==> src/rtl/assert_macros.svh <==
// assertion macros used by the rtl top level
`ifndef ASSERT_MACROS_SVH
`define ASSERT_MACROS_SVH

// clocked assertion, disabled while reset is low
`define ASSERT_CLK(lbl, prop, msg) \
    lbl: assert property (@(posedge i_clk) disable iff (!i_rst_n) prop) else $error(msg);

// condition that must never be true
`define ASSERT_NEVER(lbl, expr, msg) \
    `ASSERT_CLK(lbl, !(expr), msg)

`endif

==> src/rtl/lzwd_pkg.sv <==
// shared types and constants of the lzss window decompressor
package lzwd_pkg;

    localparam int WINDOW_DEPTH = 4096;
    localparam int WIN_AW       = $clog2(WINDOW_DEPTH);
    localparam int FILL_W       = WIN_AW + 1;
    localparam int REM_W        = 5;

    localparam logic [WIN_AW-1:0] START_POS = WIN_AW'(12'hFEE);
    localparam logic [REM_W-1:0]  COPY_BIAS = REM_W'(3 - 1);
    localparam logic [3:0]        FLAG_IDLE = 4'd8;

    typedef enum logic [1:0] {
        KIND_FLAG   = 2'd0,
        KIND_LIT    = 2'd1,
        KIND_REF_LO = 2'd2,
        KIND_REF_HI = 2'd3
    } t_kind;

    typedef enum logic [2:0] {
        ST_IDLE = 3'b001,
        ST_READ = 3'b010,
        ST_COPY = 3'b100
    } t_state;

    typedef struct packed {
        logic accept;
        logic rd_issue;
        logic cp_load;
    } t_cmd;

    typedef struct packed {
        t_kind kind;
        logic  out_free;
        logic  copy_last;
    } t_status;

endpackage

==> src/rtl/lzwd_ctrl.sv <==
// control state machine: input accept, window read and copy sequencing
module lzwd_ctrl (
    input  logic             i_clk,
    input  logic             i_rst_n,
    input  logic             i_in_valid,
    output logic             o_in_ready,
    input  lzwd_pkg::t_status i_status,
    output lzwd_pkg::t_cmd   o_cmd
);

    lzwd_pkg::t_state r_state, n_state;

    always_comb begin
        n_state      = r_state;
        o_in_ready   = 1'b0;
        o_cmd        = '0;
        case (r_state)
            lzwd_pkg::ST_IDLE: begin
                o_in_ready   = i_status.out_free;
                o_cmd.accept = i_in_valid && i_status.out_free;
                if (o_cmd.accept && i_status.kind == lzwd_pkg::KIND_REF_HI) begin
                    n_state = lzwd_pkg::ST_READ;
                end
            end
            lzwd_pkg::ST_READ: begin
                o_cmd.rd_issue = 1'b1;
                n_state        = lzwd_pkg::ST_COPY;
            end
            lzwd_pkg::ST_COPY: begin
                if (i_status.out_free) begin
                    o_cmd.cp_load = 1'b1;
                    n_state = i_status.copy_last ? lzwd_pkg::ST_IDLE : lzwd_pkg::ST_READ;
                end
            end
            default: begin
                n_state = lzwd_pkg::ST_IDLE;
            end
        endcase
    end

    always_ff @(posedge i_clk) begin
        if (!i_rst_n) begin
            r_state <= lzwd_pkg::ST_IDLE;
        end else begin
            r_state <= n_state;
        end
    end

endmodule

==> config.mk <==
export PLATFORM = sky130hd
export DESIGN_NAME = lzwd_ctrl
export DESIGN_NICKNAME = d
export VERILOG_FILES = /design/src/rtl/assert_macros.svh /design/src/rtl/lzwd_pkg.sv /design/src/rtl/lzwd_ctrl.sv
export SDC_FILE = /design/constraint.sdc
export NUM_CORES = 1
export LEC_CHECK = 0
export ABC_AREA = 1
export BUFFER_PORTS_ARGS = -buffer_cell sky130_fd_sc_hd__buf_2
export CAP_MARGIN = 10
export CORE_AREA = 2 2 39 41
export DETAILED_ROUTE_END_ITERATION = 6
export DIE_AREA = 0 0 41 43
export PLACE_DENSITY = 0.44
export REMOVE_ABC_BUFFERS = 1
export SETUP_SLACK_MARGIN = 0.4
export SYNTH_ARGS = -nofsm -noshare
export SYNTH_HDL_FRONTEND = slang
export SYNTH_SLANG_ARGS = --single-unit
export TNS_END_PERCENT = 100
==> constraint.sdc <==
create_clock -name i_clk -period 1.11 [get_ports i_clk]
set_input_delay 0.222 -clock i_clk [delete_from_list [all_inputs] [get_ports i_clk]]
set_output_delay 0.222 -clock i_clk [all_outputs]
set_load 0.03 [all_outputs]
# Word level (Yosys, flattened, before mapping)
# Index checks and enable logic that the tools add are counted.
totals:
  register_bits: 3
  in_bits: 7
  word_cells: 19
op_classes:
  eq_ne: 6
  muxes: 9
  reduce_logical: 3
ops:
  columns: ["operator", "n"]
  rows:
  - ["one-hot mux 3 bit (3 select lines)", 1]
  - ["2-to-1 mux 3 bit", 2]
  - ["2-to-1 mux 1 bit", 5]
  - ["!= test 2 bit (second input constant)", 2]
  - ["== test 3 x 1 -> 1 bit (second input constant)", 1]
  - ["== test 3 x 2 -> 1 bit (second input constant)", 1]
  - ["== test 3 bit (second input constant)", 1]
  - ["== test 2 bit (second input constant)", 1]
  - ["logical AND 1 bit", 2]
  - ["2-to-1 mux 2 bit", 1]
  - ["AND reduction 2 bit", 1]

# Logic depth before layout (Yosys ltp)
logic_depth:
  ltp_word: 4
  mapped_depth: 6

# Worst setup path after synthesis
# OpenSTA, ideal clock, no wires.
synth_path:
  path_kind: "register to output"
  from: "register r_state[0]"
  to: "output o_cmd[0] (netlist bit)"
  t_arrival_ps: 957
  required_time_ps: 888
  path_slack_ps: -69
  path_stages_with_launch: 4
  n_path_buf: 0
  cell_sequence: "dfxtp_1 nor2_2 nand2_1 nor2_1"
synth_rtl:
  columns: ["item", "line", "source"]
  rows:
  - ["start, declared", "lzwd_ctrl.sv:11", "lzwd_pkg::t_state r_state, n_state;"]
  - ["start signal, assigned", "lzwd_ctrl.sv:43", "r_state <= lzwd_pkg::ST_IDLE;"]
  - ["start signal, assigned", "lzwd_ctrl.sv:45", "r_state <= n_state;"]
  - ["end, declared", "lzwd_ctrl.sv:8", "output lzwd_pkg::t_cmd o_cmd"]

==> results.json <==
{
  "synth_area_leaders": "dfxtp_1 29%, nor2_1 16%, inv_1 14%",
  "synth_top_area_share": 0.286,
  "drive_gt1_frac": 0.603,
  "synthMuxAreaShare": 0,
  "multi_input_area_um2": 168,
  "violations": "negative setup slack",
  "die_area_um2": 1760,
  "fin_total_pwr_mw": 0.789,
  "fin_ws_ns": -0.118,
  "startpoint_type": "flip-flop",
  "rsz0062_at_grt": "true",
  "grt_max_degree": 5,
  "min_path_type": "input pin to flip-flop",
  "hold_viol": 0,
  "io_pins": 11,
  "grtUsageTotal": 0.0903,
  "clock-root-buffer": "clkbuf_4",
  "remaining_drc_errors": 0,
  "power_density_nw_per_um2": 1780,
  "grt_pass1_wl_um": 1030,
  "clk_pin_slew_ns": 0.04,
  "sequential_cell_area_um2": 68.8,
  "initial_core_util": 0.152,
  "fin_crit_ns": 1.23,
  "reg.largest.list": "r_state (3)",
  "antenna_left": 0,
  "slew_viol_final": 0,
  "crit_arrival_ns": 1.01,
  "first_global_vias": 274,
  "timing.fmax_mhz": 814,
  "routed_via_density": 3.99,
  "worst_slew_pin_slew_ns": 0.206,
  "rows": 14,
  "dr.pass1.iters": 2,
  "core_area_um2": 1380,
  "cp_max_fo": 3,
  "yosys.area.top_type": "dfxtp_1",
  "port_buffers": 10,
  "htreeDepth": 1,
  "post_drt_wl_per_cell_um": 9.78,
  "ir_drop_v": 0.00106,
  "ys_ff_latch": 3,
  "antenna_cells": 0,
  "antenna_found_initial": 0,
  "endpoint_kind": "output pin",
  "yosys.area_share.adder": 0,
  "hpwl_um": 443,
  "cts.sinks": 3,
  "yosysUniqueCellTypes": 9,
  "pre_cts_slack_ns": 0.0432,
  "syn_avg_cell_area_um2": 5.53,
  "critPathKind": "flip-flop to output pin",
  "holdWs_ns": 0.258,
  "fin_cells": 74,
  "area_growth_pct": 111,
  "routed_wl_um": 724,
  "largest_reg_flops": 3,
  "layout.nets": 66,
  "dp_cells": 65,
  "netlist_area_um2": 210,
  "outcome": "complete, but fails checks",
  "synthXorXnorAreaFrac": 0,
  "gp_congestion": 0.702,
  "cts-buffers-inserted": 3,
  "synth_seq_area_share": 0.286,
  "synth-simple-area-share": 0.530,
  "setup_violations": 6,
  "fillerInstances": 152,
  "synth_warnings": 0,
  "synth_compound_area_frac": 0.0238,
  "largest-register": "r_state",
  "drtIter0Drc": 10,
  "cts_tree": "yes",
  "max-slew-margin-rel": 0.862,
  "num_vias": 295,
  "required_ns": 0.89,
  "maxCapViolCount": 0,
  "clock_latency_ns": 0.23,
  "p_leak_nw": 0.224,
  "finalCritPeriodShare": 1.11,
  "synth_top_family_by_area": "simple AND/OR/NAND/NOR gates",
  "die_w_um": 41,
  "reg2reg_slack_ns": -0.05,
  "cts_buffer_depth": 2,
  "overflow": 0,
  "synthCells": 38,
  "finClkSkew_ns": 0.00160,
  "cts_hold_buf": 0,
  "fp.dieH_um": 43
}
==> worst max-delay path, cell delays in order (launching register included) <==
cell     delay [ns]
dfxtp_2        0.34
nor2_4         0.12
nand2_2        0.07
nor2_1         0.09
buf_4          0.16
==> cell usage in the layout, fill, tap and decap left out, drive strengths merged <==
cell type,synthesis,final
inv,9,9
dfxtp,3,3
clkbuf,0,4
a21oi,1,1
nand3,6,6
nand2,8,8
buf,0,16
nor2,11,11
==> cells in the mapped netlist <==
library cell and n:
nand2_1 8, inv_1 8, nand3_2 1, a21oi_1 1, nand3_1 5, dfxtp_1 3, nor2_2 2, nor2_1 9
inv_2 1
==> power by group <==
group	leakage (nW)	internal (mW)	total [mW]	switching, mW
clock	0.0150	0.134	0.187	0.0526
combinational	0.184	0.205	0.425	0.220
sequential	0.0257	0.137	0.177	0.0398
total	0.224	0.477	0.789	0.312
==> stage by stage <==
stage | utilization | setup TNS, ns | cell area [um^2]
final | 0.320 | -0.410 | 443
after global routing | 0.320 | -0.716 | 443
after CTS | 0.300 | -0.449 | 415
after detailed placement | 0.208 | 0 | 288
after global placement | 0.208 | 0 | 288
after floorplan | - | -0.108 | 210
==> cells by family (layout without fill, tap and decap cells) <==
kind of cell / after synthesis / count (layout)
compound gates: 1 / 1
buf+inv: 9 / 29
simple gates: 25 / 25
flops: 3 / 3
==> metal layers <==
metal	track usage	up-vias	share of wire
met2	0.150	4	0.61
met5	0	-	0
met3	0.0628	0	0.046
met4	0	0	0
met1	0.0962	138	0.34
li1	-	153	-
==> worst paths after layout <==
path,startpoint,endpoint,cells past startpoint
max,r_state[1],o_cmd[0],4
max reg2reg,r_state[1],r_state[1],8
min reg2reg,r_state[1],r_state[2],2
min,i_rst_n,r_state[2],3
==> what timing repair did <==
action | in CTS | in global routing
gates cloned | 0 | 0
pin swaps | 8 | 1
setup endpoints to repair | 7 | 7
resized for setup | 20 | 9
buffers inserted | 5 | 0
hold endpoints to repair | 0 | 0
==> layout make-up <==
type	instances	share of cell area
multi-input cells	26	0.379
inverters	9	0.0819
repair buffers	16	0.280
flip-flops and latches	3	0.155
clock buffers	4	0.0593
well taps	16	0.0452
Note: power is estimated with default switching activity, not from simulation.
